**config.mk**
```make
export PLATFORM = sky130hd
export DESIGN_NAME = direction_box_obstacle_stop
export DESIGN_NICKNAME = d
export VERILOG_FILES = /design/src/sv/dbos_pkg.sv /design/src/sv/dbos_cfg.sv /design/src/sv/dbos_front.sv /design/src/sv/dbos_opq.sv /design/src/sv/dbos_back.sv /design/src/sv/direction_box_obstacle_stop.sv
export SDC_FILE = /design/constraint.sdc
export NUM_CORES = 2
export LEC_CHECK = 0
export BUFFER_PORTS_ARGS = -buffer_cell sky130_fd_sc_hd__buf_2
export CAP_MARGIN = 10
export CORE_MARGIN = 2
export CORE_UTILIZATION = 47
export CTS_BUF_LIST = sky130_fd_sc_hd__clkbuf_4
export DETAILED_ROUTE_END_ITERATION = 10
export RECOVER_POWER = 25
export SLEW_MARGIN = 10
export SYNTH_ARGS = -nofsm -noshare
export SYNTH_HDL_FRONTEND = slang
export SYNTH_HIERARCHICAL = 1
export SYNTH_SLANG_ARGS = --single-unit
```
**constraint.sdc**
```tcl
create_clock -name clk -period 6.9 [get_ports clk]
set_input_delay 2.07 -clock clk [delete_from_list [all_inputs] [get_ports clk]]
set_output_delay 2.07 -clock clk [all_outputs]
set_load 0.02 [all_outputs]
```
**src/sv/dbos_pkg.sv**
```systemverilog
`default_nettype none

package dbos_pkg;

	// Frame history and counter sizing.
	localparam int HISTORY_DEPTH = 20;
	localparam int COUNT_WIDTH   = 16;
	localparam int POINTS_WIDTH  = 16;
	localparam int LIMIT_WIDTH   = 16;
	localparam int CMP_WIDTH     = (COUNT_WIDTH > LIMIT_WIDTH) ? COUNT_WIDTH : LIMIT_WIDTH;
	localparam int HIST_PTR_W    = (HISTORY_DEPTH > 1) ? $clog2(HISTORY_DEPTH) : 1;

	// Queue between the front and the back, and the result queue.
	localparam int OPQ_DEPTH  = 4;
	localparam int OPQ_PTR_W  = $clog2(OPQ_DEPTH);
	localparam int OPQ_CNT_W  = $clog2(OPQ_DEPTH + 1);
	localparam int RESQ_DEPTH = 2;
	localparam int RESQ_PTR_W = $clog2(RESQ_DEPTH);
	localparam int RESQ_CNT_W = $clog2(RESQ_DEPTH + 1);

	// Register port.
	localparam int NUM_REGS   = 8;
	localparam int APB_ADDR_W = $clog2(NUM_REGS) + 2;
	localparam int APB_DATA_W = 32;

	// Box bounds are held in doubled millimetres.
	localparam int BOUND_W = 20;

	typedef enum logic [$clog2(NUM_REGS)-1:0] {
		REG_VEHICLE_LENGTH = 3'd0,
		REG_VEHICLE_WIDTH  = 3'd1,
		REG_SAFETY_MARGIN  = 3'd2,
		REG_BOX_EXTENT     = 3'd3,
		REG_HEIGHT_LOW     = 3'd4,
		REG_HEIGHT_HIGH    = 3'd5,
		REG_COUNT_LIMIT    = 3'd6,
		REG_SPEED_LIMIT    = 3'd7
	} reg_idx_t;

	typedef enum logic [1:0] {
		REQ_POINT    = 2'd0,
		REQ_FRAME    = 2'd1,
		REQ_VELOCITY = 2'd2
	} req_t;

	typedef enum logic {
		OP_COUNT = 1'b0,
		OP_FRAME = 1'b1
	} op_kind_t;

	typedef struct packed {
		op_kind_t kind;
		logic     lidar;
	} op_t;

	typedef logic signed [BOUND_W-1:0] bound_t;

	typedef struct packed {
		bound_t near_x;
		bound_t far_x;
		bound_t near_y;
		bound_t far_y;
		bound_t half_l;
		bound_t half_w;
		bound_t neg_near_x;
		bound_t neg_far_x;
		bound_t neg_near_y;
		bound_t neg_far_y;
		bound_t neg_half_l;
		bound_t neg_half_w;
	} box_bounds_t;

	typedef struct packed {
		box_bounds_t        bounds;
		logic signed [15:0] height_low;
		logic signed [15:0] height_high;
		logic [14:0]        speed_limit;
	} front_cfg_t;

	typedef logic [COUNT_WIDTH-1:0]  count_t;
	typedef logic [CMP_WIDTH-1:0]    cmp_t;
	typedef logic [HIST_PTR_W-1:0]   hist_ptr_t;
	typedef logic [POINTS_WIDTH-1:0] points_t;
	typedef logic [LIMIT_WIDTH-1:0]  limit_t;

	typedef struct packed {
		logic    stop;
		points_t points;
		logic    lidar;
	} result_t;

endpackage

`default_nettype wire

```
**src/sv/dbos_cfg.sv**
```systemverilog
`default_nettype none

module dbos_cfg (
	input  wire                               clk,
	input  wire                               arst_n,
	input  wire                               psel,
	input  wire                               penable,
	input  wire                               pwrite,
	input  wire  [dbos_pkg::APB_ADDR_W-1:0]   paddr,
	input  wire  [dbos_pkg::APB_DATA_W-1:0]   pwdata,
	output logic [dbos_pkg::APB_DATA_W-1:0]   prdata,
	output logic                              pready,
	output dbos_pkg::front_cfg_t              front_cfg,
	output dbos_pkg::limit_t                  count_limit
);

	logic [13:0]        veh_len_q;
	logic [13:0]        veh_wid_q;
	logic [13:0]        margin_q;
	logic [13:0]        extent_q;
	logic signed [15:0] height_low_q;
	logic signed [15:0] height_high_q;
	logic [15:0]        count_limit_q;
	logic [14:0]        speed_limit_q;

	dbos_pkg::reg_idx_t    idx;
	logic                  wr_en;
	dbos_pkg::bound_t      near_x, far_x, near_y, far_y, half_l, half_w;
	dbos_pkg::box_bounds_t bounds_q;

	assign pready = 1'b1;
	assign idx    = dbos_pkg::reg_idx_t'(paddr[dbos_pkg::APB_ADDR_W-1:2]);
	assign wr_en  = psel & penable & pwrite;

	// Register file, written in the access phase of a write.
	always_ff @(posedge clk or negedge arst_n) begin
		if (!arst_n) begin
			veh_len_q     <= 14'd800;
			veh_wid_q     <= 14'd500;
			margin_q      <= 14'd200;
			extent_q      <= 14'd1000;
			height_low_q  <= -16'sd1000;
			height_high_q <= -16'sd300;
			count_limit_q <= 16'd20;
			speed_limit_q <= 15'd200;
		end else if (wr_en) begin
			case (idx)
				dbos_pkg::REG_VEHICLE_LENGTH: veh_len_q     <= pwdata[13:0];
				dbos_pkg::REG_VEHICLE_WIDTH:  veh_wid_q     <= pwdata[13:0];
				dbos_pkg::REG_SAFETY_MARGIN:  margin_q      <= pwdata[13:0];
				dbos_pkg::REG_BOX_EXTENT:     extent_q      <= pwdata[13:0];
				dbos_pkg::REG_HEIGHT_LOW:     height_low_q  <= $signed(pwdata[15:0]);
				dbos_pkg::REG_HEIGHT_HIGH:    height_high_q <= $signed(pwdata[15:0]);
				dbos_pkg::REG_COUNT_LIMIT:    count_limit_q <= pwdata[15:0];
				dbos_pkg::REG_SPEED_LIMIT:    speed_limit_q <= pwdata[14:0];
				default: ;
			endcase
		end
	end

	// Read data; signed registers read back sign extended.
	always_comb begin
		case (idx)
			dbos_pkg::REG_VEHICLE_LENGTH: prdata = {18'd0, veh_len_q};
			dbos_pkg::REG_VEHICLE_WIDTH:  prdata = {18'd0, veh_wid_q};
			dbos_pkg::REG_SAFETY_MARGIN:  prdata = {18'd0, margin_q};
			dbos_pkg::REG_BOX_EXTENT:     prdata = {18'd0, extent_q};
			dbos_pkg::REG_HEIGHT_LOW:     prdata = {{16{height_low_q[15]}}, height_low_q};
			dbos_pkg::REG_HEIGHT_HIGH:    prdata = {{16{height_high_q[15]}}, height_high_q};
			dbos_pkg::REG_COUNT_LIMIT:    prdata = {16'd0, count_limit_q};
			dbos_pkg::REG_SPEED_LIMIT:    prdata = {17'd0, speed_limit_q};
			default:                      prdata = '0;
		endcase
	end

	// Box edges in doubled millimetres: vehicle size plus twice the margin and extent.
	always_comb begin
		half_l = dbos_pkg::bound_t'(veh_len_q);
		half_w = dbos_pkg::bound_t'(veh_wid_q);
		near_x = half_l + dbos_pkg::bound_t'({margin_q, 1'b0});
		far_x  = near_x + dbos_pkg::bound_t'({extent_q, 1'b0});
		near_y = half_w + dbos_pkg::bound_t'({margin_q, 1'b0});
		far_y  = near_y + dbos_pkg::bound_t'({extent_q, 1'b0});
	end

	// The edges and their negatives are registered, so the point path only compares.
	always_ff @(posedge clk) begin
		bounds_q.near_x     <= near_x;
		bounds_q.far_x      <= far_x;
		bounds_q.near_y     <= near_y;
		bounds_q.far_y      <= far_y;
		bounds_q.half_l     <= half_l;
		bounds_q.half_w     <= half_w;
		bounds_q.neg_near_x <= -near_x;
		bounds_q.neg_far_x  <= -far_x;
		bounds_q.neg_near_y <= -near_y;
		bounds_q.neg_far_y  <= -far_y;
		bounds_q.neg_half_l <= -half_l;
		bounds_q.neg_half_w <= -half_w;
	end

	assign front_cfg.bounds      = bounds_q;
	assign front_cfg.height_low  = height_low_q;
	assign front_cfg.height_high = height_high_q;
	assign front_cfg.speed_limit = speed_limit_q;
	assign count_limit           = count_limit_q;

endmodule

`default_nettype wire

```
**src/sv/dbos_front.sv**
```systemverilog
`default_nettype none

module dbos_front (
	input  wire                        clk,
	input  wire                        arst_n,
	input  wire                        push,
	output logic                       full,
	input  wire  [1:0]                 req_type,
	input  wire                        lidar_source,
	input  wire  signed [15:0]         point_x_mm,
	input  wire  signed [15:0]         point_y_mm,
	input  wire  signed [15:0]         point_z_mm,
	input  wire  signed [15:0]         speed_x_mm_s,
	input  wire  signed [15:0]         speed_y_mm_s,
	input  dbos_pkg::front_cfg_t       front_cfg,
	input  wire                        op_full,
	output logic                       op_push,
	output dbos_pkg::op_t              op_data
);

	typedef enum logic [2:0] {
		DIR_FORWARD  = 3'd0,
		DIR_BACKWARD = 3'd1,
		DIR_LEFT     = 3'd2,
		DIR_RIGHT    = 3'd3,
		DIR_STOPPED  = 3'd4
	} dir_t;

	logic               valid_s1;
	dbos_pkg::req_t     req_s1;
	logic               src_s1;
	logic signed [15:0] x_s1, y_s1, z_s1, vx_s1, vy_s1;

	dir_t dir_q;
	logic lidar_q;

	logic             go;
	logic [16:0]      abs_x, abs_y, thr;
	logic             x_moving, y_moving, x_slow, y_slow, vx_pos, vy_pos;
	dir_t             dir_nxt;
	logic             lidar_nxt;
	dbos_pkg::bound_t x2, y2, x_lo, x_hi, y_lo, y_hi;
	logic             z_ok, in_box, from_active;

	// The input stage holds while the queue to the back is full.
	assign full = valid_s1 & op_full;
	assign go   = valid_s1 & ~op_full;

	always_ff @(posedge clk or negedge arst_n) begin
		if (!arst_n) begin
			valid_s1 <= 1'b0;
		end else if (!full) begin
			valid_s1 <= push;
		end
	end

	always_ff @(posedge clk) begin
		if (push && !full) begin
			req_s1 <= dbos_pkg::req_t'(req_type);
			src_s1 <= lidar_source;
			x_s1   <= point_x_mm;
			y_s1   <= point_y_mm;
			z_s1   <= point_z_mm;
			vx_s1  <= speed_x_mm_s;
			vy_s1  <= speed_y_mm_s;
		end
	end

	// Speed magnitudes, 17 bits so that the most negative speed stays exact.
	always_comb begin
		abs_x    = vx_s1[15] ? (17'd0 - {vx_s1[15], vx_s1}) : {1'b0, vx_s1};
		abs_y    = vy_s1[15] ? (17'd0 - {vy_s1[15], vy_s1}) : {1'b0, vy_s1};
		thr      = {2'b00, front_cfg.speed_limit};
		x_moving = abs_x > thr;
		y_moving = abs_y > thr;
		x_slow   = abs_x < thr;
		y_slow   = abs_y < thr;
		vx_pos   = !vx_s1[15] && (vx_s1 != 16'sd0);
		vy_pos   = !vy_s1[15] && (vy_s1 != 16'sd0);
	end

	// Direction choice; a stop keeps the lidar that was selected.
	always_comb begin
		lidar_nxt = lidar_q;
		if (x_moving && y_slow) begin
			dir_nxt   = vx_pos ? DIR_FORWARD : DIR_BACKWARD;
			lidar_nxt = !vx_pos;
		end else if (y_moving && x_slow) begin
			dir_nxt   = vy_pos ? DIR_LEFT : DIR_RIGHT;
			lidar_nxt = !vy_pos;
		end else begin
			dir_nxt = DIR_STOPPED;
		end
	end

	always_ff @(posedge clk or negedge arst_n) begin
		if (!arst_n) begin
			dir_q   <= DIR_FORWARD;
			lidar_q <= 1'b0;
		end else if (go && req_s1 == dbos_pkg::REQ_VELOCITY) begin
			dir_q   <= dir_nxt;
			lidar_q <= lidar_nxt;
		end
	end

	// Crop box of the current direction.
	always_comb begin
		case (dir_q)
			DIR_FORWARD: begin
				x_lo = front_cfg.bounds.near_x;
				x_hi = front_cfg.bounds.far_x;
				y_lo = front_cfg.bounds.neg_half_w;
				y_hi = front_cfg.bounds.half_w;
			end
			DIR_BACKWARD: begin
				x_lo = front_cfg.bounds.neg_far_x;
				x_hi = front_cfg.bounds.neg_near_x;
				y_lo = front_cfg.bounds.neg_half_w;
				y_hi = front_cfg.bounds.half_w;
			end
			DIR_LEFT: begin
				x_lo = front_cfg.bounds.neg_half_l;
				x_hi = front_cfg.bounds.half_l;
				y_lo = front_cfg.bounds.near_y;
				y_hi = front_cfg.bounds.far_y;
			end
			DIR_RIGHT: begin
				x_lo = front_cfg.bounds.neg_half_l;
				x_hi = front_cfg.bounds.half_l;
				y_lo = front_cfg.bounds.neg_far_y;
				y_hi = front_cfg.bounds.neg_near_y;
			end
			default: begin
				x_lo = front_cfg.bounds.neg_near_x;
				x_hi = front_cfg.bounds.near_x;
				y_lo = front_cfg.bounds.neg_near_y;
				y_hi = front_cfg.bounds.near_y;
			end
		endcase
	end

	// Inclusive box test on doubled coordinates.
	always_comb begin
		x2     = dbos_pkg::bound_t'($signed({x_s1, 1'b0}));
		y2     = dbos_pkg::bound_t'($signed({y_s1, 1'b0}));
		z_ok   = (z_s1 >= front_cfg.height_low) && (z_s1 <= front_cfg.height_high);
		in_box = z_ok && (x2 >= x_lo) && (x2 <= x_hi) && (y2 >= y_lo) && (y2 <= y_hi);
		from_active = (src_s1 == lidar_q);
	end

	// Only counted points and frame ends of the active lidar go to the back.
	always_comb begin
		op_data.lidar = lidar_q;
		case (req_s1)
			dbos_pkg::REQ_POINT: begin
				op_push      = go && from_active && in_box;
				op_data.kind = dbos_pkg::OP_COUNT;
			end
			dbos_pkg::REQ_FRAME: begin
				op_push      = go && from_active;
				op_data.kind = dbos_pkg::OP_FRAME;
			end
			default: begin
				op_push      = 1'b0;
				op_data.kind = dbos_pkg::OP_COUNT;
			end
		endcase
	end

endmodule

`default_nettype wire

```
**src/sv/dbos_opq.sv**
```systemverilog
`default_nettype none

module dbos_opq (
	input  wire                clk,
	input  wire                arst_n,
	input  wire                push_en,
	input  dbos_pkg::op_t      push_data,
	output logic               full,
	input  wire                pop_en,
	output logic               empty,
	output dbos_pkg::op_t      head
);

	dbos_pkg::op_t                  entry_q [dbos_pkg::OPQ_DEPTH];
	logic [dbos_pkg::OPQ_PTR_W-1:0] wr_ptr_q, rd_ptr_q;
	logic [dbos_pkg::OPQ_CNT_W-1:0] cnt_q;

	assign full  = (cnt_q == dbos_pkg::OPQ_CNT_W'(dbos_pkg::OPQ_DEPTH));
	assign empty = (cnt_q == '0);
	assign head  = entry_q[rd_ptr_q];

	// Pointers and fill level.
	always_ff @(posedge clk or negedge arst_n) begin
		if (!arst_n) begin
			wr_ptr_q <= '0;
			rd_ptr_q <= '0;
			cnt_q    <= '0;
		end else begin
			if (push_en) begin
				wr_ptr_q <= (wr_ptr_q == dbos_pkg::OPQ_PTR_W'(dbos_pkg::OPQ_DEPTH - 1)) ?
					'0 : wr_ptr_q + 1'b1;
			end
			if (pop_en) begin
				rd_ptr_q <= (rd_ptr_q == dbos_pkg::OPQ_PTR_W'(dbos_pkg::OPQ_DEPTH - 1)) ?
					'0 : rd_ptr_q + 1'b1;
			end
			if (push_en && !pop_en) begin
				cnt_q <= cnt_q + 1'b1;
			end else if (pop_en && !push_en) begin
				cnt_q <= cnt_q - 1'b1;
			end
		end
	end

	always_ff @(posedge clk) begin
		if (push_en) begin
			entry_q[wr_ptr_q] <= push_data;
		end
	end

endmodule

`default_nettype wire

```
**src/sv/dbos_back.sv**
```systemverilog
`default_nettype none

module dbos_back (
	input  wire                clk,
	input  wire                arst_n,
	input  wire                op_empty,
	input  dbos_pkg::op_t      op_head,
	output logic               op_pop,
	input  dbos_pkg::limit_t   count_limit,
	input  wire                pop,
	output logic               empty,
	output logic               obstacle_halt,
	output logic [15:0]        frame_points,
	output logic               active_lidar
);

	dbos_pkg::count_t                    counter_q;
	dbos_pkg::count_t                    hist_q [dbos_pkg::HISTORY_DEPTH];
	logic [dbos_pkg::HISTORY_DEPTH-1:0]  gt_q;
	dbos_pkg::hist_ptr_t                 pos_q;

	dbos_pkg::result_t               res_q [dbos_pkg::RESQ_DEPTH];
	logic [dbos_pkg::RESQ_PTR_W-1:0] res_wr_q, res_rd_q;
	logic [dbos_pkg::RESQ_CNT_W-1:0] res_cnt_q;

	logic                               res_full, res_pop, do_frame, do_count;
	logic                               new_gt;
	logic [dbos_pkg::HISTORY_DEPTH-1:0] pos_mask;
	dbos_pkg::result_t                  res_new;

	assign res_full = (res_cnt_q == dbos_pkg::RESQ_CNT_W'(dbos_pkg::RESQ_DEPTH));
	assign empty    = (res_cnt_q == '0);
	assign res_pop  = pop && !empty;

	// A count beat always drains; a frame beat waits for room in the result queue.
	assign op_pop   = !op_empty && ((op_head.kind == dbos_pkg::OP_COUNT) || !res_full);
	assign do_count = op_pop && (op_head.kind == dbos_pkg::OP_COUNT);
	assign do_frame = op_pop && (op_head.kind == dbos_pkg::OP_FRAME);

	// Stop decision: stored over-limit marks, with the slot being replaced taken from
	// the count that enters it.
	always_comb begin
		new_gt = dbos_pkg::cmp_t'(counter_q) > dbos_pkg::cmp_t'(count_limit);
		for (int i = 0; i < dbos_pkg::HISTORY_DEPTH; i++) begin
			pos_mask[i] = (pos_q == dbos_pkg::hist_ptr_t'(i));
		end
		res_new.stop   = new_gt | (|(gt_q & ~pos_mask));
		res_new.points = dbos_pkg::points_t'(counter_q);
		res_new.lidar  = op_head.lidar;
	end

	// Saturating frame counter, history ring and over-limit marks.
	always_ff @(posedge clk or negedge arst_n) begin
		if (!arst_n) begin
			counter_q <= '0;
			pos_q     <= '0;
			gt_q      <= '0;
			for (int i = 0; i < dbos_pkg::HISTORY_DEPTH; i++) begin
				hist_q[i] <= '0;
			end
		end else begin
			if (do_count && (counter_q != '1)) begin
				counter_q <= counter_q + 1'b1;
			end else if (do_frame) begin
				counter_q <= '0;
			end
			if (do_frame) begin
				pos_q <= (pos_q == dbos_pkg::hist_ptr_t'(dbos_pkg::HISTORY_DEPTH - 1)) ?
					'0 : pos_q + 1'b1;
			end
			for (int i = 0; i < dbos_pkg::HISTORY_DEPTH; i++) begin
				if (do_frame && pos_mask[i]) begin
					hist_q[i] <= counter_q;
					gt_q[i]   <= new_gt;
				end else begin
					gt_q[i]   <= dbos_pkg::cmp_t'(hist_q[i]) > dbos_pkg::cmp_t'(count_limit);
				end
			end
		end
	end

	// Result queue pointers and fill level.
	always_ff @(posedge clk or negedge arst_n) begin
		if (!arst_n) begin
			res_wr_q  <= '0;
			res_rd_q  <= '0;
			res_cnt_q <= '0;
		end else begin
			if (do_frame) begin
				res_wr_q <= (res_wr_q == dbos_pkg::RESQ_PTR_W'(dbos_pkg::RESQ_DEPTH - 1)) ?
					'0 : res_wr_q + 1'b1;
			end
			if (res_pop) begin
				res_rd_q <= (res_rd_q == dbos_pkg::RESQ_PTR_W'(dbos_pkg::RESQ_DEPTH - 1)) ?
					'0 : res_rd_q + 1'b1;
			end
			if (do_frame && !res_pop) begin
				res_cnt_q <= res_cnt_q + 1'b1;
			end else if (res_pop && !do_frame) begin
				res_cnt_q <= res_cnt_q - 1'b1;
			end
		end
	end

	always_ff @(posedge clk) begin
		if (do_frame) begin
			res_q[res_wr_q] <= res_new;
		end
	end

	assign obstacle_halt = res_q[res_rd_q].stop;
	assign frame_points  = res_q[res_rd_q].points;
	assign active_lidar  = res_q[res_rd_q].lidar;

endmodule

`default_nettype wire

```
**src/sv/direction_box_obstacle_stop.sv**
```systemverilog
// A frame end passes the input stage and the queue to the back; the back end then
// writes its result into the result queue.
// Throughput: one item per cycle; the front stalls only when its 4-entry queue is full,
// and a frame-end beat waits in the back only while the 2-entry result queue is full.
// Reset: arst_n clears direction (forward), lidar (first), count, history and queues,
// and loads the register defaults; no clearing pass is needed.
`default_nettype none

module direction_box_obstacle_stop (
	input  wire                               clk,
	input  wire                               arst_n,
	input  wire                               push,
	output logic                              full,
	input  wire  [1:0]                        req_type,
	input  wire                               lidar_source,
	input  wire  signed [15:0]                point_x_mm,
	input  wire  signed [15:0]                point_y_mm,
	input  wire  signed [15:0]                point_z_mm,
	input  wire  signed [15:0]                speed_x_mm_s,
	input  wire  signed [15:0]                speed_y_mm_s,
	output logic                              empty,
	input  wire                               pop,
	output logic                              obstacle_halt,
	output logic [15:0]                       frame_points,
	output logic                              active_lidar,
	input  wire                               psel,
	input  wire                               penable,
	input  wire                               pwrite,
	input  wire  [dbos_pkg::APB_ADDR_W-1:0]   paddr,
	input  wire  [dbos_pkg::APB_DATA_W-1:0]   pwdata,
	output logic [dbos_pkg::APB_DATA_W-1:0]   prdata,
	output logic                              pready
);

	dbos_pkg::front_cfg_t front_cfg;
	dbos_pkg::limit_t     count_limit;
	logic                 op_push, op_full, op_pop, op_empty;
	dbos_pkg::op_t        op_data, op_head;

	// Register port.
	dbos_cfg u_cfg (
		.clk         (clk),
		.arst_n      (arst_n),
		.psel        (psel),
		.penable     (penable),
		.pwrite      (pwrite),
		.paddr       (paddr),
		.pwdata      (pwdata),
		.prdata      (prdata),
		.pready      (pready),
		.front_cfg   (front_cfg),
		.count_limit (count_limit)
	);

	// Front: takes items, tracks direction and lidar, classifies points.
	dbos_front u_front (
		.clk          (clk),
		.arst_n       (arst_n),
		.push         (push),
		.full         (full),
		.req_type     (req_type),
		.lidar_source (lidar_source),
		.point_x_mm   (point_x_mm),
		.point_y_mm   (point_y_mm),
		.point_z_mm   (point_z_mm),
		.speed_x_mm_s (speed_x_mm_s),
		.speed_y_mm_s (speed_y_mm_s),
		.front_cfg    (front_cfg),
		.op_full      (op_full),
		.op_push      (op_push),
		.op_data      (op_data)
	);

	// Queue between front and back.
	dbos_opq u_opq (
		.clk       (clk),
		.arst_n    (arst_n),
		.push_en   (op_push),
		.push_data (op_data),
		.full      (op_full),
		.pop_en    (op_pop),
		.empty     (op_empty),
		.head      (op_head)
	);

	// Back: counting, frame history and results.
	dbos_back u_back (
		.clk           (clk),
		.arst_n        (arst_n),
		.op_empty      (op_empty),
		.op_head       (op_head),
		.op_pop        (op_pop),
		.count_limit   (count_limit),
		.pop           (pop),
		.empty         (empty),
		.obstacle_halt (obstacle_halt),
		.frame_points  (frame_points),
		.active_lidar  (active_lidar)
	);

endmodule

`default_nettype wire

```
==> key figures <==
Synth
  • Post-synth top flop: dfrtp_1
  • Post-synth top cells: ha_1, dfrtp_1, mux2_2
  • Cell taking the most area after synthesis: dfrtp_1
  • Seq cells post-synth: 827
  • Post-Syn Area: between 40000 and 50000 sq um
  • Avg Inst Size Synth: roughly 11 sq um
  • Cells after Synth: ~4400
  • Synth unique cells: around 100
  • Synth Warn #: 6
  • Synth area leaders: dfrtp_1, ha_1, mux2_2
  • Post-synth EDFFs: about 130
  • Top cell type's share of synthesized area: 0.240
  • Most frequent cell after synthesis: ha_1
  • Post-synthesis sequential area ratio: 0.431
  • Ys async rst share: 0.600

Pwr
  • Peak supply drop: around 190 uV
  • Power Density: around 370 nW/um^2
  • Net switching fraction of the power: 0.400
  • Comb pwr share: 0.405
  • Lkg Pwr: roughly 24 nW
  • Sequential Power Share: 0.357
  • Int Power: around 12 mW
  • P_sw: 7.69 mW
  • Power share of the clock group: 0.238
  • Total Power: between 15 and 20 mW

Cells and area
  • Layout fillers: between 9000 and 10000
  • Area delta synth->final: 10.5%
  • Layout cells sized above 1: 0.226
  • Area occupied by multi-input gates: ~25000 sq um
  • Reg area: 20400 sq um
  • Nets: about 5300
  • Fin area: 52200 sq um

Route
  • Via Count: about 35000
  • DRT iter0 DRCs: around 2200
  • Drt drc: 0
  • Drt pass-1 iters: 5
  • Antenna-violating nets left: 0
  • Vias per cell: approximately 5.7
  • WL/cell: between 20 and 25 um
  • Total Routed Length: 130000 um

STA
  • Total Neg Setup Slack: 0 ns
  • Tmin final: just over 6 ns
  • Slew @ Worst Pin: between 4 and 5 ns
  • Final setup fails: 0
  • Period utilisation layout: 0.886
  • Clock skew: ~0.073 ns
  • RSZ-0062 raised after global routing: no
  • Final count of hold timing violations: 0
  • WHS: approximately 0.48 ns
  • Fmax: 0.163 GHz
  • Max transition margin: -2.28
  • Slew Limit Fails: slightly above 400

Global route
  • Vias in the first global route: 33800
  • Total gr overflow: 0
  • All-Layer GR Usage: 0.253
  • First-pass GRT wire length: 199000 um
  • Initial antenna violation count: 19
  • Largest net degree at the start of global routing: 162

Worst setup path
  • Reg2reg end: u_opq/cnt_q[2]
  • Worst path top cell family by delay: compound AO/OA/AOI/OAI gates
  • CP required: 4.83 ns
  • Worst setup SP type: input port
  • R2r setup slk: 1.46 ns
  • Crit end category: output pin
  • R2R depth: 20
  • Worst path cell trace: buf_2, inv_1, nor2_1, a22oi_1, o22ai_1, a21oi_1, a21oi_1, buf_2
  • Worst reg2reg startpoint: u_front/dir_q[0]
  • Slowest cell on crit path: a21oi_1
  • WP data arrival: 4.05 ns
  • Critical Path Source: paddr[2]
  • CP Max Fanout: 9
  • Crit path buf inv count: 3
  • CP Class: input port to output pin
  • Max incr delay on CP: 0.56 ns

Floorplanning
  • Die W: 321 um
  • Die ar.: 103000 sq um
  • I/O pin total: 180
  • Cell Rows: about 120
  • Total core area: roughly 100000 sq um
  • Die Span Y: 321 um
  • Starting Density: 0.473

Run status
  • Violated checks: capacitance limit, slew limit
  • Outcome: complete, but fails checks

Clock network
  • CTS tree: yes
  • Clk slew on worst S/H paths: around 0.06 ns
  • CTS H-tree depth: 4
  • Hold buffer count at CTS: 0
  • CTS root buf: clkbuf_4
  • Clock buffer depth: 3
  • CTS resizes: 0
  • Worst-skew pair later-pin latency: ~1.1 ns
  • CTS sink count: between 800 and 900
  • # Post-CTS Setup Buffers: 0
  • CTS Buf Count: between 200 and 250

Hold path
  • Worst Hold Launch: u_cfg/veh_wid_q[13]
  • Hold path cells: 0
  • Worst Hold End: u_cfg/front_cfg[180]
  • Worst min path class: register to register

Job
  • Max Cap Viol: 11

Placement
  • Gpl congestion: 0.899
  • PortBufs: between 150 and 200
  • Post-DP HPWL: about 89000 um
  • Post-DP Area: between 40000 and 50000 sq um
-- how the worst max path moves through the flow --
stage,end,cells past startpoint
finish,prdata[12],8
floorplan,prdata[15],6
CTS,prdata[10],8
global route,u_back/counter_q[7],2
global placement,prdata[12],8
detailed placement,prdata[10],8
-- flip-flops by register name, indices dropped and copies added, names as in the netlist, 15 cells and up --
register	count
u_front/z_s1	16
u_cfg/height_low_q	16
u_back/gt_q	20
u_cfg/speed_limit_q	15
u_front/x_s1	16
u_back/counter_q	16
u_cfg/count_limit	16
u_front/vy_s1	16
u_cfg/height_high_q	16
u_front/y_s1	16
u_back/hist_q	320
u_front/vx_s1	16
u_cfg/front_cfg	204
u_back/res_q	36
-- routing by layer --
| layer | global-route usage | vias up | share of wire |
|---|---|---|---|
| li1 | - | 16700 | - |
| met1 | 0.365 | 16900 | 0.48 |
| met2 | 0.374 | 906 | 0.43 |
| met3 | 0.0591 | 226 | 0.066 |
| met4 | 0.0832 | 14 | 0.025 |
| met5 | 0 | - | 0.00055 |
-- power by group through the flow --
stage / logic [mW] / registers, mW / clock network, mW
after floorplan: 5.88 / 6.50 / 0
after global placement: 7.61 / 6.93 / 0
after detailed placement: 7.74 / 6.94 / 0
after CTS: 7.79 / 6.85 / 4.73
after global routing: 8.70 / 6.97 / 4.99
final: 7.80 / 6.86 / 4.58
-- logic make-up (layout without fill, tap and decap cells) --
family | count (synthesis) | in the layout | share of synthesized area
simple gates | 1034 | 1034 | 0.109
fa+ha+maj | 558 | 558 | 0.149
flops | 827 | 827 | 0.431
xor+xnor | 155 | 155 | 0.0287
buf+inv | 391 | 811 | 0.0378
mux | 546 | 546 | 0.129
compound gates | 870 | 870 | 0.115
other cells | 2 | 39 | 0.000159
-- cell usage in the layout, fill, tap and decap left out, types with 55 or more instances in the layout --
master	count
ha_1	553
dfrtp_1	451
mux2_2	425
a21oi_1	386
clkbuf_4	344
nand2_1	282
nor2_1	276
dfxtp_1	204
inv_1	174
buf_2	148
o21ai_0	129
edfxtp_1	127
mux2i_1	113
xnor2_1	112
nand4_1	90
nand3_1	87
a211oi_1	66
nor3_1	55
-- through the flow --
step,util,setup slack [ns],cells
after floorplan,-,0.448,4408
after global placement,0.494,0.873,5717
after detailed placement,0.494,0.860,5717
after CTS,0.524,0.873,6126
after global routing,0.523,0.451,6131
final,0.523,0.783,6138
-- cell type report --
class,instances,area share
diodes,12,0.000575
inverters,175,0.0126
well taps,1298,0.0311
clock buffers,344,0.0495
clock inverters,65,0.00798
flip-flops and latches,827,0.390
repair buffers,227,0.0251
multi-input cells,3190,0.483
(Power assumes the default switching activity.)
